[src/rtl/pbk_pkg.sv]
// Package for the front-panel button and knob controller.
// Holds the shared widths, the debounce patterns, the brightness constants and the knob
// step table. It depends on nothing else.
`default_nettype none

package pbk_pkg;

    // Request kinds carried by the mode field.
    localparam logic MODE_TICK     = 1'b0;
    localparam logic MODE_ROTATION = 1'b1;

    // Knob counter modulus and width.
    localparam int COUNT_MODULUS = 10000;
    localparam int COUNT_W       = 14;
    localparam int DELTA_W       = 5;
    localparam int DELTA_CODES   = 1 << DELTA_W;

    typedef logic [COUNT_W-1:0] count_t;
    typedef logic [DELTA_CODES-1:0][COUNT_W-1:0] delta_tab_t;

    // Four-sample button history patterns.
    localparam logic [3:0] PRESS_PATTERN   = 4'b0001;
    localparam logic [3:0] RELEASE_PATTERN = 4'b1110;

    // Breath rate shift register.
    localparam int          SHIFT_W     = 5;
    localparam logic [4:0]  SHIFT_RESET = 5'd12;

    // Triangle wave: the distance from mid phase is clamped between two knees.
    localparam logic [5:0] PHASE_MID     = 6'd32;
    localparam logic [5:0] LOW_KNEE      = 6'd9;
    localparam logic [5:0] HIGH_KNEE     = 6'd23;
    localparam logic [5:0] BRIGHT_OFFSET = 6'd8;
    localparam logic [3:0] BRIGHT_MIN    = 4'd1;
    localparam logic [3:0] BRIGHT_MAX    = 4'd15;

    // Each signed step code reduced into the range 0 to COUNT_MODULUS-1.
    // This is evaluated once at elaboration.
    function automatic delta_tab_t build_delta_tab();
        delta_tab_t tab;
        int         step;
        int         rem;
        for (int i = 0; i < DELTA_CODES; i++)
        begin
            step = (i >= DELTA_CODES / 2) ? i - DELTA_CODES : i;
            rem  = step % COUNT_MODULUS;
            if (rem < 0)
            begin
                rem = rem + COUNT_MODULUS;
            end
            tab[i] = count_t'(rem);
        end
        return tab;
    endfunction

    localparam delta_tab_t DELTA_MOD_TAB = build_delta_tab();

endpackage

`default_nettype wire

[src/rtl/panel_button_knob_controller.sv]
// Front-panel controller top level: button debounce, load switch, breathing brightness
// and a knob counter. Depends on pbk_pkg for constants and the knob step table.
//
//  Channel   Direction  Handshake                  Payload
//  config    in         cfg_write_en               cfg_write_data (breath rate shift)
//  request   in         in_valid / in_stall        mode, button_level, rotation_delta
//  result    out        out_valid / out_stall      key_held .. count_changed
//
// Each request is first held in the input register, then the state update and result
// are computed into the result register.
// A new request is accepted every cycle while the result side takes its results.
// Reset clears the debounce history, flags, tick and knob counters and sets the shift to 12.
// A stalled result holds in the result register; the input register keeps its request
// and in_stall rises only when both registers are full.
`default_nettype none

module panel_button_knob_controller
(
    input  wire logic                         clk,
    input  wire logic                         rst_n,
    input  wire logic                         cfg_write_en,
    input  wire logic [pbk_pkg::SHIFT_W-1:0]  cfg_write_data,
    input  wire logic                         in_valid,
    output logic                              in_stall,
    input  wire logic                         mode,
    input  wire logic                         button_level,
    input  wire logic signed [pbk_pkg::DELTA_W-1:0] rotation_delta,
    output logic                              out_valid,
    input  wire logic                         out_stall,
    output logic                              key_held,
    output logic                              press_event,
    output logic                              release_event,
    output logic                              switch_on,
    output logic [3:0]                        brightness,
    output logic [pbk_pkg::COUNT_W-1:0]       count_value,
    output logic                              count_changed
);

    // Configuration and state registers.
    logic [pbk_pkg::SHIFT_W-1:0] shift_reg;
    logic [3:0]                  history_reg;
    logic                        held_reg;
    logic                        switch_state_reg;
    logic [31:0]                 tick_reg;
    pbk_pkg::count_t             knob_count_reg;

    // Input register.
    logic                        s1_valid_reg;
    logic                        s1_mode_reg;
    logic                        s1_level_reg;
    logic [pbk_pkg::DELTA_W-1:0] s1_delta_reg;

    // Result register.
    logic                        out_valid_reg;
    logic                        key_held_reg;
    logic                        press_event_reg;
    logic                        release_event_reg;
    logic                        switch_on_reg;
    logic [3:0]                  brightness_reg;
    pbk_pkg::count_t             count_value_reg;
    logic                        count_changed_reg;

    // Handshake.
    logic in_accept;
    logic s2_ready;
    logic s1_fire;

    // Next-state values.
    logic [3:0]      history_next;
    logic            held_next;
    logic            switch_state_next;
    logic [31:0]     tick_next;
    pbk_pkg::count_t knob_count_next;
    logic            press_next;
    logic            release_next;
    logic            changed_next;
    logic [3:0]      brightness_next;

    // Working values.
    logic [pbk_pkg::COUNT_W:0] knob_sum;
    logic [31:0]               tick_shifted;
    logic [5:0]                phase;
    logic [5:0]                phase_dist;

    // The result register frees when empty or when its result is taken.
    assign s2_ready  = !out_valid_reg || !out_stall;
    assign s1_fire   = s1_valid_reg && s2_ready;
    assign in_stall  = s1_valid_reg && !s2_ready;
    assign in_accept = in_valid && !in_stall;

    // Button debounce, switch toggle and tick counter.
    always_comb
    begin
        history_next      = history_reg;
        held_next         = held_reg;
        switch_state_next = switch_state_reg;
        tick_next         = tick_reg;
        press_next        = 1'b0;
        release_next      = 1'b0;
        if (s1_mode_reg == pbk_pkg::MODE_TICK)
        begin
            history_next = {history_reg[2:0], ~s1_level_reg};
            if (history_next == pbk_pkg::PRESS_PATTERN)
            begin
                held_next         = 1'b1;
                press_next        = 1'b1;
                switch_state_next = ~switch_state_reg;
            end
            else if (history_next == pbk_pkg::RELEASE_PATTERN)
            begin
                held_next    = 1'b0;
                release_next = 1'b1;
            end
            tick_next = tick_reg + 32'd1;
        end
    end

    // Knob counter: the reduced step is added and one modulus subtracted on overflow.
    always_comb
    begin
        knob_sum = {1'b0, knob_count_reg} + {1'b0, pbk_pkg::DELTA_MOD_TAB[s1_delta_reg]};
        if (knob_sum >= (pbk_pkg::COUNT_W + 1)'(pbk_pkg::COUNT_MODULUS))
        begin
            knob_sum = knob_sum - (pbk_pkg::COUNT_W + 1)'(pbk_pkg::COUNT_MODULUS);
        end
        knob_count_next = knob_count_reg;
        changed_next    = 1'b0;
        if (s1_mode_reg == pbk_pkg::MODE_ROTATION)
        begin
            knob_count_next = knob_sum[pbk_pkg::COUNT_W-1:0];
            changed_next    = (knob_count_next != knob_count_reg);
        end
    end

    // Triangle-wave brightness from the updated tick count.
    always_comb
    begin
        tick_shifted = tick_next >> shift_reg;
        phase        = tick_shifted[5:0];
        phase_dist   = phase[5] ? (phase - pbk_pkg::PHASE_MID) : (pbk_pkg::PHASE_MID - phase);
        priority if (phase_dist <= pbk_pkg::LOW_KNEE)
        begin
            brightness_next = pbk_pkg::BRIGHT_MIN;
        end
        else if (phase_dist >= pbk_pkg::HIGH_KNEE)
        begin
            brightness_next = pbk_pkg::BRIGHT_MAX;
        end
        else
        begin
            brightness_next = 4'(phase_dist - pbk_pkg::BRIGHT_OFFSET);
        end
    end

    // Control and state registers.
    always_ff @(posedge clk or negedge rst_n)
    begin
        if (!rst_n)
        begin
            shift_reg        <= pbk_pkg::SHIFT_RESET;
            history_reg      <= 4'd0;
            held_reg         <= 1'b0;
            switch_state_reg <= 1'b0;
            tick_reg         <= 32'd0;
            knob_count_reg   <= '0;
            s1_valid_reg     <= 1'b0;
            out_valid_reg    <= 1'b0;
        end
        else
        begin
            if (cfg_write_en)
            begin
                shift_reg <= cfg_write_data;
            end
            if (in_accept)
            begin
                s1_valid_reg <= 1'b1;
            end
            else if (s1_fire)
            begin
                s1_valid_reg <= 1'b0;
            end
            if (s1_fire)
            begin
                out_valid_reg    <= 1'b1;
                history_reg      <= history_next;
                held_reg         <= held_next;
                switch_state_reg <= switch_state_next;
                tick_reg         <= tick_next;
                knob_count_reg   <= knob_count_next;
            end
            else if (!out_stall)
            begin
                out_valid_reg <= 1'b0;
            end
        end
    end

    // Payload registers of the two stages.
    always_ff @(posedge clk)
    begin
        if (in_accept)
        begin
            s1_mode_reg  <= mode;
            s1_level_reg <= button_level;
            s1_delta_reg <= rotation_delta;
        end
        if (s1_fire)
        begin
            key_held_reg      <= held_next;
            press_event_reg   <= press_next;
            release_event_reg <= release_next;
            switch_on_reg     <= switch_state_next;
            brightness_reg    <= brightness_next;
            count_value_reg   <= knob_count_next;
            count_changed_reg <= changed_next;
        end
    end

    assign out_valid     = out_valid_reg;
    assign key_held      = key_held_reg;
    assign press_event   = press_event_reg;
    assign release_event = release_event_reg;
    assign switch_on     = switch_on_reg;
    assign brightness    = brightness_reg;
    assign count_value   = count_value_reg;
    assign count_changed = count_changed_reg;

    // The switch changes exactly when the loaded result reports a press.
    a_switch_follows_press: assert property (@(posedge clk) disable iff (!rst_n)
        s1_fire |=> ((switch_state_reg != $past(switch_state_reg)) == press_event_reg))
        else $error("switch state change does not match press event");

    // The knob counter stays below the modulus.
    a_knob_in_range: assert property (@(posedge clk) disable iff (!rst_n)
        knob_count_reg < pbk_pkg::COUNT_W'(pbk_pkg::COUNT_MODULUS))
        else $error("knob counter out of range");

    // A reported press always leaves the button held.
    a_press_sets_held: assert property (@(posedge clk) disable iff (!rst_n)
        out_valid_reg && press_event_reg |-> key_held_reg)
        else $error("press reported without held flag");

    // The tick counter only moves when a request is loaded into the result register.
    a_tick_moves_on_load: assert property (@(posedge clk) disable iff (!rst_n)
        !s1_fire |=> $stable(tick_reg))
        else $error("tick counter moved without a request");

endmodule

`default_nettype wire

[config.mk]
export PLATFORM = sky130hd
export DESIGN_NAME = panel_button_knob_controller
export DESIGN_NICKNAME = d
export VERILOG_FILES = /design/src/rtl/pbk_pkg.sv /design/src/rtl/panel_button_knob_controller.sv
export SDC_FILE = /design/constraint.sdc
export NUM_CORES = 1
export LEC_CHECK = 0
export BUFFER_PORTS_ARGS = -buffer_cell sky130_fd_sc_hd__buf_4
export CAP_MARGIN = 15
export CORE_UTILIZATION = 55
export DETAILED_ROUTE_END_ITERATION = 16
export PLACE_DENSITY = 0.81
export SLEW_MARGIN = 20
export SYNTH_ARGS = -nofsm -noshare
export SYNTH_HDL_FRONTEND = slang
export SYNTH_SLANG_ARGS = --single-unit
[constraint.sdc]
create_clock -name clk -period 4.7 [get_ports clk]
set_input_delay 0.47 -clock clk [delete_from_list [all_inputs] [get_ports clk]]
set_output_delay 0.47 -clock clk [all_outputs]
set_load 0.005 [all_outputs]
==> impl_metrics.tcl, run 1 <==
set metrics [dict create \
    synth.area.top_cells "dfrtp_1 20%, edfxtp_1 13%, xnor2_1 7.8%" \
    synthArstFlopShare_pct 62.37 \
    die_w_um 115.3 \
    synth_enable_flop_cells 30 \
    clkSlewWorstSetupHoldPaths_ns 0.07 \
    slew_viol_final 0 \
    synth.top_cell.area_share_pct 19.85 \
    synth-seq-cells 93 \
    die-area_um2 13290 \
    cts.repair_timing.setup_buffer_count 0 \
    grt_start_max_net_pins 59 \
    use_met1_pct 42.05 \
    cts_sinks 93 \
    post-route-drc-count 0 \
    clock_tree_from_tritoncts "built" \
    globalRouteMet2Util_pct 48.82 \
    slowest_stage_cell_on_the_critical_path "dfrtp_1" \
    critPathLaunchType "flop" \
    antenna_violating_nets_post_route 0 \
    cts_max_level 3 \
    routed_wirelength_um 19380 \
    max_freq_mhz 241.6 \
    detail_route.vias_per_cell 6.538 \
    grt_overflow 0 \
    largest_register_ffs 32 \
    floorplan.rows 41 \
    yosys_most_used_dff "dfrtp_1" \
    floorplan.initialDensity_pct 56.18 \
    drt_pre_antenna_iters 5 \
    ys.warnings.count 0 \
    vdd_drop_max_v 0.0004128 \
    gp_congestion 0.9123 \
    root_buffer "clkbuf_16" \
    multiInputGateArea_um2 4300 \
    post-synth-top-area-cell "dfrtp_1" \
    cp-end-kind "flop" \
    maxCapViolations 0 \
    place_worst_setup_slack_ns 0.5915 \
    setup_violations 0 \
    synth_nets 824 \
    synthCells 794 \
    post_synth.cell_area_avg_um2 8.892 \
    postLayoutCellArea_um2 7709 \
    most_crowded_layer_gr "met2" \
    synth_area_um2 7061 \
    cp-endpoint "brightness[0]$_SDFFCE_PP1P_" \
    critPathKind "reg2reg" \
    placement.cell_area_um2 7436 \
    crit_path_max_fanout 8 \
    detailroute.via_count 6427 \
    crit_path_cell_trace "and3_1 > nand4_1 > nor3_1 > xor2_1 > a22oi_1 > a211oi_2 > nand3b_1 > a31o_1 > ha_1 > nand3_1 > nor2b_1 > o22a_1 > o211a_1 > o21ai_1" \
    synthDistinctLibCells 90 \
    worstSkewPairLatency_ns 0.35 \
    worst_path_dominant_cell_family "simple AND/OR/NAND/NOR gates" \
    worst_ep_arrival_time_ns 4.24 \
    dieHeight_um 115.3 \
    n_antenna_cell 0 \
    area_delta_synth_final_pct 9.179 \
    timing.reg2reg.setup_slack_ns 0.56 \
    hold_violations 0 \
    worst-path-buf-inv 0 \
    finalCriticalPeriod_ns 4.140 \
    clock_skew_ns 0.009473 \
    final-seq-area_um2 2455 \
    drive_gt1_share_pct 14.30 \
    routedWlPerCell_um 19.72 \
    worstHoldPathType "in2async" \
    rr_startpoint "tick_reg[8]$_DFFE_PN0P_" \
    delay_of_the_slowest_cell_on_the_worst_path_ns 0.54 \
    nets 836 \
    register_to_register_path_depth 14 \
    tightest_slew_ns 0.7636 \
    grt_util_all_layers_pct 30.64 \
    ctsHoldBuffers 0 \
    clk_path_buf_depth 2 \
    postCtsResizedCells 0 \
    n_fill_cell 1045 \
    cp-startpoint "tick_reg[8]$_DFFE_PN0P_" \
    number_of_antenna_violations_at_the_first_check_in_global_routing 0 \
    first_global_vias 6013 \
    run_status "finished, final reports clean" \
    finalWorstSetupSlack_ns 0.5601 \
    slew_headroom_pct 48.90 \
    cp_data_required_time_ns 4.80 \
    seq_area_frac_synth_pct 34.77 \
    grt_setup_unrepaired "false" \
    io-pin-count 42 \
    leakage_nw 3.056 \
    cp.depth 14 \
    initialDrtViolationCount 710 \
    numPortBuffers 41 \
    cts_made_buffers 9 \
    place.detailed.hpwl_um 14300 \
    floorplan.core_area_um2 12570 \
    worst_r2r_endpoint "brightness[0]$_SDFFCE_PP1P_" \
    met3_usage_pct 5.324 \
    finalSetupTns_ns 0 \
    power.density_nw_per_um2 509.4 \
    period_share_pct 88.08 \
    wire_length_of_the_first_global_routing_pass_um 31350 \
]
[cells in the mapped netlist (10+ instances only)]
master / instances
a21oi_1: 24
mux2i_1: 13
mux2_2: 20
buf_2: 15
nor4_1: 10
a31oi_1: 11
dfrtp_1: 56
ha_1: 12
clkbuf_1: 24
nand4_1: 31
nor3_1: 26
nor2_1: 63
nand2_1: 86
inv_1: 16
xnor2_1: 63
o21ai_0: 29
nand3_1: 33
xor2_1: 35
edfxtp_1: 30
[power breakdown]
group	switching, mW	total, mW	internal, mW
sequential	0.246	1.31	1.07
combinational	1.05	1.93	0.871
clock	0.328	0.688	0.361
[area by class of cell]
type	count	area share, %
Sequential cell	93	31.85
Multi-Input combinational cell	630	55.79
Clock buffer	9	2.922
Tap cell	172	2.792
Timing Repair Buffer	52	5.064
Inverter	20	0.9739
Clock inverter	7	0.6168
[cells in the final DEF, fill, tap and decap left out, types with 8 or more instances in the layout]
| cell | n |
|---|---|
| a211oi_1 | 9 |
| a21oi_1 | 24 |
| a31oi_1 | 11 |
| and3_1 | 9 |
| buf_4 | 52 |
| clkbuf_16 | 9 |
| dfrtp_1 | 56 |
| edfxtp_1 | 30 |
| ha_1 | 12 |
| inv_1 | 16 |
| mux2_2 | 20 |
| mux2i_1 | 13 |
| nand2_1 | 86 |
| nand3_1 | 33 |
| nand4_1 | 31 |
| nor2_1 | 63 |
| nor3_1 | 26 |
| nor4_1 | 10 |
| o21ai_0 | 29 |
| or3_1 | 8 |
| xnor2_1 | 63 |
| xor2_1 | 35 |
[worst min path at each step]
stage	endpoint	cells past startpoint	slack (ns)	from
2_1_floorplan	held_reg$_DFFE_PN0P_	0	0.17	rst_n
3_3_place_gp	flop	1	0.46	s1_delta_reg[2]$_DFFE_PP_
3_5_place_dp	flop	1	0.46	s1_delta_reg[0]$_DFFE_PP_
4_1_cts	tick_reg[2]$_DFFE_PN0P_	1	0.21	rst_n
5_1_grt	tick_reg[6]$_DFFE_PN0P_	1	0.24	rst_n
6_report	history_reg[2]$_DFFE_PN0P_	1	0.18	rst_n
[layer usage]
metal / part of all wire (%) / routed length (um)
met3: 7.3 / 1424
met2: 47 / 9045
met5: 0 / 0
met1: 44 / 8449
met4: 2.4 / 464
[through the flow]
stage          utilization, %  power [mW]  hold slack, ns  std cells
2_1_floorplan               -       2.724          0.1744        794
3_3_place_gp            59.16       3.131          0.4567        967
3_5_place_dp            59.16       3.205          0.4597        967
4_1_cts                 61.33       3.912          0.2077        983
5_1_grt                 61.33       4.174          0.2411        983
6_report                61.33       3.927          0.1837        983
[cells by family after synthesis]
kind of cell	synth area share, %
AO/OA/AOI/OAI	16.18
XOR/XNOR	12.39
adder cells (fa/ha/maj)	2.410
buffers and inverters	4.324
flip-flops	34.77
multiplexers	5.990
AND/OR/NAND/NOR	23.94
Power figures use the tool's default switching activity.
==> inputs of run 2 (changes only) <==
--- a/config.mk
+++ b/config.mk
@@ -7,3 +7,4 @@
 export LEC_CHECK = 0
-export BUFFER_PORTS_ARGS = -buffer_cell sky130_fd_sc_hd__buf_4
+export ABC_AREA = 1
+export BUFFER_PORTS_ARGS = -buffer_cell sky130_fd_sc_hd__buf_2
 export CAP_MARGIN = 15
--- a/constraint.sdc
+++ b/constraint.sdc
@@ -3,2 +3,2 @@
 set_output_delay 0.47 -clock clk [all_outputs]
-set_load 0.005 [all_outputs]
+set_load 0.02 [all_outputs]
==> run 2 against run 1 <==
Critical path type unchanged. Clock skew down 0.0014 ns. First-iteration DRC count down 3.5%. Worst hold slack better by 0.11 ns. Routed wire length down 7.0%. Critical path depth up 6. Register-to-register slack better by 0.45 ns. Non-clock buffer count down 4. Maximum frequency up 12%. Critical endpoint is now count_changed$_SDFFCE_PN0P_. Highest routed layer unchanged. Setup slack better by 0.45 ns. Clock power up 7.1%. Via count up 12%. Cell area up 1.9%.
==> impl_metrics.tcl, run 2 <==
set metrics [dict create \
    detail_route.vias_per_cell 5.573 \
    floorplan.rows 41 \
    max_freq_mhz 271.1 \
    slew_viol_final 0 \
    cts_made_buffers 9 \
    initialDrtViolationCount 685 \
    run_status "finished, final reports clean" \
    synthArstFlopShare_pct 62.37 \
    timing.reg2reg.setup_slack_ns 1.01 \
    intPower_mw 2.378 \
    tightest_hold_margin_ns 0.2934 \
    n_antenna_cell 0 \
    logic_pwr_share_pct 53.7 \
    post-synth-top-area-cell "dfrtp_1" \
    hold_path_startpoint "mode" \
    worst_r2r_endpoint "count_changed$_SDFFCE_PN0P_" \
    cp_data_required_time_ns 4.79 \
    hold_violations 0 \
    rr_startpoint "knob_count_reg[0]$_DFFE_PN0P_" \
    synth_enable_flop_cells 30 \
    worst-path-buf-inv 2 \
    cpMostUsedCell "nand2_1" \
    synth_nets 1121 \
    worstHoldPathType "in2reg" \
    drt_pre_antenna_iters 5 \
    cts_max_level 3 \
    seq_area_frac_synth_pct 33.94 \
    finalSetupTns_ns 0 \
    crit_path_cell_trace "ha_1 > fa_1 > nand3_1 > nand2_1 > nand2_1 > nand2_1 > inv_1 > ha_1 > inv_1 > nor4_1 > nand2_1 > nor2_1 > nand3_2 > nand3_4 > xor2_1 > nand2_1 > nor2_1 > nand3_1 > nor2_1 > nor2_1" \
    die-area_um2 13610 \
    post_synth.cell_area_avg_um2 6.630 \
    clock_power_share_pct 15.8 \
    synth-seq-cells 93 \
    clock_skew_ns 0.008061 \
    antenna_violating_nets_post_route 0 \
    swShare_pct 48.95 \
    worstSkewPairLatency_ns 0.35 \
    first_global_vias 6263 \
    switching_power_mw 2.280 \
    number_of_antenna_violations_at_the_first_check_in_global_routing 0 \
    clock_tree_from_tritoncts "built" \
    slew_headroom_pct 44.00 \
    synthCells 1091 \
    detailroute.via_count 7200 \
    die_w_um 116.7 \
    root_buffer "clkbuf_16" \
    routed_wirelength_um 18030 \
    grt_overflow 0 \
    vdd_drop_max_v 0.0003318 \
    finalCriticalPeriod_ns 3.689 \
    clkSlewWorstSetupHoldPaths_ns 0.07 \
    synth.top_cell.area_share_pct 19.37 \
    tightest_slew_ns 0.8400 \
    maxCapViolations 0 \
    most_frequent_standard_cell_in_the_layout_excluding_fill_and_tap_cells "nand2_1" \
    synth_common_cells "358 x nand2_1, 181 x nand3_1, 100 x inv_1" \
    yosys_most_used_dff "dfrtp_1" \
    routedWlPerCell_um 13.96 \
    wire_length_of_the_first_global_routing_pass_um 29930 \
    crit_path_max_fanout 11 \
    worst_path_dominant_cell_family "simple AND/OR/NAND/NOR gates" \
    grt_setup_unrepaired "false" \
    whs_endpoint "s1_mode_reg$_DFFE_PP_" \
    slowest_stage_cell_on_the_critical_path "fa_1" \
    post-route-drc-count 0 \
    gp_congestion 0.9815 \
    area_delta_synth_final_pct 8.597 \
    cp-end-kind "flop" \
    io-pin-count 42 \
    synthDistinctLibCells 47 \
    setup_violations 0 \
    period_share_pct 78.48 \
    n_fill_cell 1237 \
    final_cell_mix "358 x nand2_1, 181 x nand3_1, 100 x inv_1" \
    numPortBuffers 41 \
    floorplan.core_area_um2 12720 \
    place.detailed.hpwl_um 13630 \
    post-synth-top-count-cell "nand2_1" \
    register_to_register_path_depth 20 \
    grt_util_all_layers_pct 28.50 \
    cts_sinks 93 \
    drive_gt1_share_pct 11.43 \
    critPathLaunchType "flop" \
    clk_path_buf_depth 2 \
    dieHeight_um 116.7 \
    pwr-share-seq_pct 30.5 \
    critPathKind "reg2reg" \
    delay_of_the_slowest_cell_on_the_worst_path_ns 0.44 \
    worst_ep_arrival_time_ns 3.78 \
    largest_register_ffs 32 \
    synth_area_um2 7233 \
    nets 1145 \
    ys.warnings.count 0 \
    grt_start_max_net_pins 52 \
    power.density_nw_per_um2 592.9 \
    hold-path-cell-count 1 \
    synth.area.top_cells "dfrtp_1 19%, nand2_1 19%, nand3_1 13%" \
    leakage_nw 3.744 \
    floorplan.initialDensity_pct 56.85 \
]
==> run 2: cell types whose count changed in the layout (fill, tap and decap cells not counted), moves of 41 or more <==
cell     previous run  this run
nand2_1            86       358
xnor2_1            63         2
nand3_1            33       181
inv_1              16       100
buf_2               0        41
buf_4              52         6
==> run 2: area by class of cell <==
class	instances	area (um^2)	share of cell area (%)
clock inverter	6	51.30	0.6531
sequential	93	2455	31.25
clock buffer	10	250.2	3.186
inverter	110	417.9	5.320
timing repair buffer	48	260.3	3.313
multi-input combinational	853	4205	53.54
tap	172	215.2	2.740
==> run 2: per-stage QoR <==
step	std cells	instance area [um^2]	power, mW	utilization (%)	setup slack (ns)
3_5_place_dp	1275	7543	3.884	59.29	1.057
6_report	1292	7855	4.658	61.74	1.011
5_1_grt	1292	7855	5.108	61.74	0.6699
2_1_floorplan	1091	7233	3.364	-	1.517
4_1_cts	1292	7855	4.640	61.74	1.028
3_3_place_gp	1275	7543	3.838	59.29	1.212
==> run 2: worst register-to-register path: stages, from the launching register on <==
cell     delay [ns]
dfrtp_1        0.40
ha_1           0.25
fa_1           0.44
nand3_1        0.10
nand2_1        0.10
nand2_1        0.15
nand2_1        0.13
inv_1          0.08
ha_1           0.14
inv_1          0.04
nor4_1         0.22
nand2_1        0.10
nor2_1         0.16
nand3_2        0.21
nand3_4        0.25
xor2_1         0.21
nand2_1        0.07
nor2_1         0.08
nand3_1        0.12
nor2_1         0.12
nor2_1         0.05
==> run 2: logic make-up (layout without fill, tap and decap cells) <==
family | count (synthesis) | count (layout) | share of synthesized area (%)
and+or+nand+nor | 712 | 712 | 44.63
buffers and inverters | 145 | 174 | 7.923
AOI/OAI and AO/OA | 107 | 107 | 8.251
DFF | 93 | 93 | 33.94
xor gates and xnor gates | 21 | 21 | 2.906
adders and majority gates | 13 | 13 | 2.352
==> run 2: layer usage <==
metal | vias to the layer above | GRT usage, % | wire length, um
met4 | 0 | 11.48 | 527
li1 | 3643 | - | -
met5 | - | 0 | 0
met2 | 281 | 43.08 | 7816
met3 | 39 | 4.255 | 1215
met1 | 3237 | 40.94 | 8471
==> run 2: what timing repair did <==
item / CTS / global route
hold endpoints to repair: 7 / 0
hold buffers: 1 / 0
setup buffers: 0 / 0
resized for setup: 0 / 0
==> run 2: power by group through the flow <==
stage | Combinational (mW) | Sequential (mW) | Clock, mW
after floorplan | 1.95 | 1.42 | 0
after global placement | 2.42 | 1.42 | 0
after detailed placement | 2.46 | 1.42 | 0
after CTS | 2.48 | 1.41 | 0.750
after global routing | 2.86 | 1.47 | 0.781
final | 2.50 | 1.42 | 0.737
==> run 2: how the worst max path moves through the flow <==
stage | start | to | slack [ns] | cells after the start
global route | knob_count_reg[0]$_DFFE_PN0P_ | count_changed$_SDFFCE_PN0P_ | 0.67 | 20
finish | knob_count_reg[0]$_DFFE_PN0P_ | count_changed$_SDFFCE_PN0P_ | 1.01 | 20
detailed placement | knob_count_reg[0]$_DFFE_PN0P_ | count_changed$_SDFFCE_PN0P_ | 1.06 | 20
global placement | knob_count_reg[0]$_DFFE_PN0P_ | count_changed$_SDFFCE_PN0P_ | 1.21 | 20
CTS | knob_count_reg[0]$_DFFE_PN0P_ | count_changed$_SDFFCE_PN0P_ | 1.03 | 20
floorplan | knob_count_reg[0]$_DFFE_PN0P_ | count_changed$_SDFFCE_PN0P_ | 1.52 | 22
==> inputs of run 3 (changes only) <==
- ABC_AREA: 1 -> 0
- clock period: 4.7 -> 3.6 ns (I/O delays scaled with it)
==> run 3 against run 2 <==
Critical path type unchanged. Critical endpoint is now brightness[0]$_SDFFCE_PP1P_. The run now ends with setup timing left. Sequential share of layout area fell by 2.9 points. Highest routed layer unchanged. Setup slack lost 1.0 ns. Largest power group unchanged. Die area shrank 2.4%. Via count down 6.6%. Cell area increased by 10%. Sequential power is 13% higher.
==> impl_metrics.tcl, run 3 (same netlist as run 1, synthesis figures left out) <==
set metrics [dict create \
    drt_pre_antenna_iters 5 \
    register_to_register_path_depth 15 \
    cts_max_level 3 \
    cp-endpoint "brightness[0]$_SDFFCE_PP1P_" \
    globalRouteMet2Util_pct 50.22 \
    grt_setup_unrepaired "true" \
    critPathKind "reg2reg" \
    floorplan.core_area_um2 12570 \
    tightest_slew_ns 0.6961 \
    p_total_mw 5.975 \
    met3_usage_pct 4.797 \
    final-seq-area_um2 2461 \
    root_buffer "clkbuf_16" \
    delay_of_the_slowest_cell_on_the_worst_path_ns 0.61 \
    post-route-drc-count 0 \
    drive_gt1_share_pct 28.76 \
    dieHeight_um 115.3 \
    die_w_um 115.3 \
    most_frequent_standard_cell_in_the_layout_excluding_fill_and_tap_cells "buf_4" \
    initialDrtViolationCount 763 \
    cts_made_buffers 9 \
    grt_util_all_layers_pct 30.74 \
    multiInputGateArea_um2 4661 \
    clkSlewWorstSetupHoldPaths_ns 0.07 \
    clock_skew_ns 0.006960 \
    max_freq_mhz 274.9 \
    violated_checks "setup timing" \
    critPathLaunchType "flop" \
    antenna_violating_nets_post_route 0 \
    worst_ep_arrival_time_ns 3.75 \
    first_global_vias 6376 \
    leakage_nw 3.531 \
    run_status "finished, violations left" \
    nets 922 \
    slew_viol_final 0 \
    final_cell_mix "94 x buf_4, 86 x nand2_1, 60 x nor2_1" \
    use_met1_pct 40.28 \
    finalSetupTns_ns -0.05188 \
    crit_path_cell_trace "nand4b_4 > or4_4 > buf_4 > o31ai_4 > nand4_1 > and4_1 > o21ai_2 > o32a_1 > nor2b_4 > ha_4 > nand3_2 > a31oi_1 > o22a_1 > o211a_1 > o21ai_1" \
    hold_violations 0 \
    clock_tree_from_tritoncts "built" \
    cp_data_required_time_ns 3.71 \
    routedWlPerCell_um 19.05 \
    n_fill_cell 932 \
    floorplan.rows 41 \
    cp-end-kind "flop" \
    period_share_pct 101.1 \
    worstSkewPairLatency_ns 0.35 \
    place_worst_setup_slack_ns -0.06678 \
    rr_startpoint "s1_mode_reg$_DFFE_PP_" \
    worstHoldPathType "in2async" \
    place.detailed.hpwl_um 14480 \
    postLayoutCoreUtil_pct 69.01 \
    maxCapViolations 0 \
    cts_sinks 93 \
    worst_path_dominant_cell_family "simple AND/OR/NAND/NOR gates" \
    finalWorstSetupSlack_ns -0.03804 \
    wire_length_of_the_first_global_routing_pass_um 31770 \
    slowest_stage_cell_on_the_critical_path "or4_4" \
    number_of_antenna_violations_at_the_first_check_in_global_routing 0 \
    die-area_um2 13290 \
    detail_route.vias_per_cell 6.293 \
    routed_wirelength_um 20360 \
    floorplan.initialDensity_pct 56.18 \
    vdd_drop_max_v 0.0006139 \
    clk_path_buf_depth 2 \
    largest_register_ffs 32 \
    power.density_nw_per_um2 688.9 \
    detailroute.via_count 6727 \
    area_delta_synth_final_pct 22.84 \
    grt_overflow 0 \
    setup_violations 3 \
    timing.reg2reg.setup_slack_ns -0.04 \
    n_antenna_cell 0 \
    worst_r2r_endpoint "brightness[0]$_SDFFCE_PP1P_" \
    slew_headroom_pct 53.59 \
    io-pin-count 42 \
    gp_congestion 0.9580 \
    most_crowded_layer_gr "met2" \
    crit_path_max_fanout 6 \
    finalCriticalPeriod_ns 3.638 \
    cp-startpoint "s1_mode_reg$_DFFE_PP_" \
    worst-path-buf-inv 1 \
    numPortBuffers 41 \
    grt_start_max_net_pins 31 \
    cp.depth 15 \
]
[run 3: cell types whose count changed in the layout (fill, tap and decap cells not counted), sizes merged, moves of 13 or more]
cell | previous run | this run
xor2 | 19 | 35
nor3 | 7 | 28
nand3 | 191 | 35
o21ai | 75 | 35
xnor2 | 2 | 64
mux2i | 0 | 13
inv | 109 | 16
nor2 | 102 | 64
nand2 | 372 | 87
mux2 | 0 | 20
buf | 47 | 138
[run 3: stage by stage]
| stage | instances | instance area (um^2) | hold WS (ns) |
|---|---|---|---|
| after floorplan | 794 | 7067 | 0.06441 |
| after global placement | 1043 | 7919 | 0.4450 |
| after detailed placement | 1043 | 7919 | 0.4496 |
| after CTS | 1059 | 8240 | 0.08131 |
| after global routing | 1069 | 8673 | 0.1156 |
| final | 1069 | 8673 | 0.05067 |
[run 3: cell type report]
class | count | area share (%)
multi-input cells | 630 | 53.74
well taps | 172 | 2.481
flip-flops and latches | 93 | 28.38
clock inverters | 5 | 0.7069
inverters | 20 | 0.9088
repair buffers | 138 | 10.99
clock buffers | 11 | 2.799
[run 3: repair_timing]
action	CTS	global route
cloned	0	0
pin swaps	0	28
hold buffers	0	0
setup buffers	0	10
resized for setup	6	72
setup endpoints to repair	6	21
[run 3: where the power goes]
group / leakage (nW) / internal, mW / total, mW / switching, mW
clock network: 0.138 / 0.558 / 0.969 / 0.411
logic: 2.33 / 1.54 / 3.39 / 1.86
registers: 1.06 / 1.39 / 1.61 / 0.219
[run 3: worst reg2reg max path: cells and delay by family (launching register included)]
family | cells | cell delay [ns]
buf+inv | 1 | 0.17
fa+ha+maj | 1 | 0.15
compound gates | 7 | 1.09
flops | 1 | 0.47
simple gates | 6 | 1.50
[run 3: metal layers]
layer | vias up | wire [um]
li1 | 3120 | -
met1 | 3182 | 8322
met2 | 354 | 9789
met3 | 71 | 1506
met4 | 0 | 746
met5 | - | 0
[run 3: worst min-delay path by stage]
stage / from / to / depth (start not counted)
after global placement: rst_n / tick_reg[4]$_DFFE_PN0P_ / 1
after CTS: rst_n / tick_reg[6]$_DFFE_PN0P_ / 1
after detailed placement: rst_n / tick_reg[6]$_DFFE_PN0P_ / 1
after global routing: rst_n / tick_reg[6]$_DFFE_PN0P_ / 1
after floorplan: rst_n / held_reg$_DFFE_PN0P_ / 0
final: rst_n / tick_reg[6]$_DFFE_PN0P_ / 1
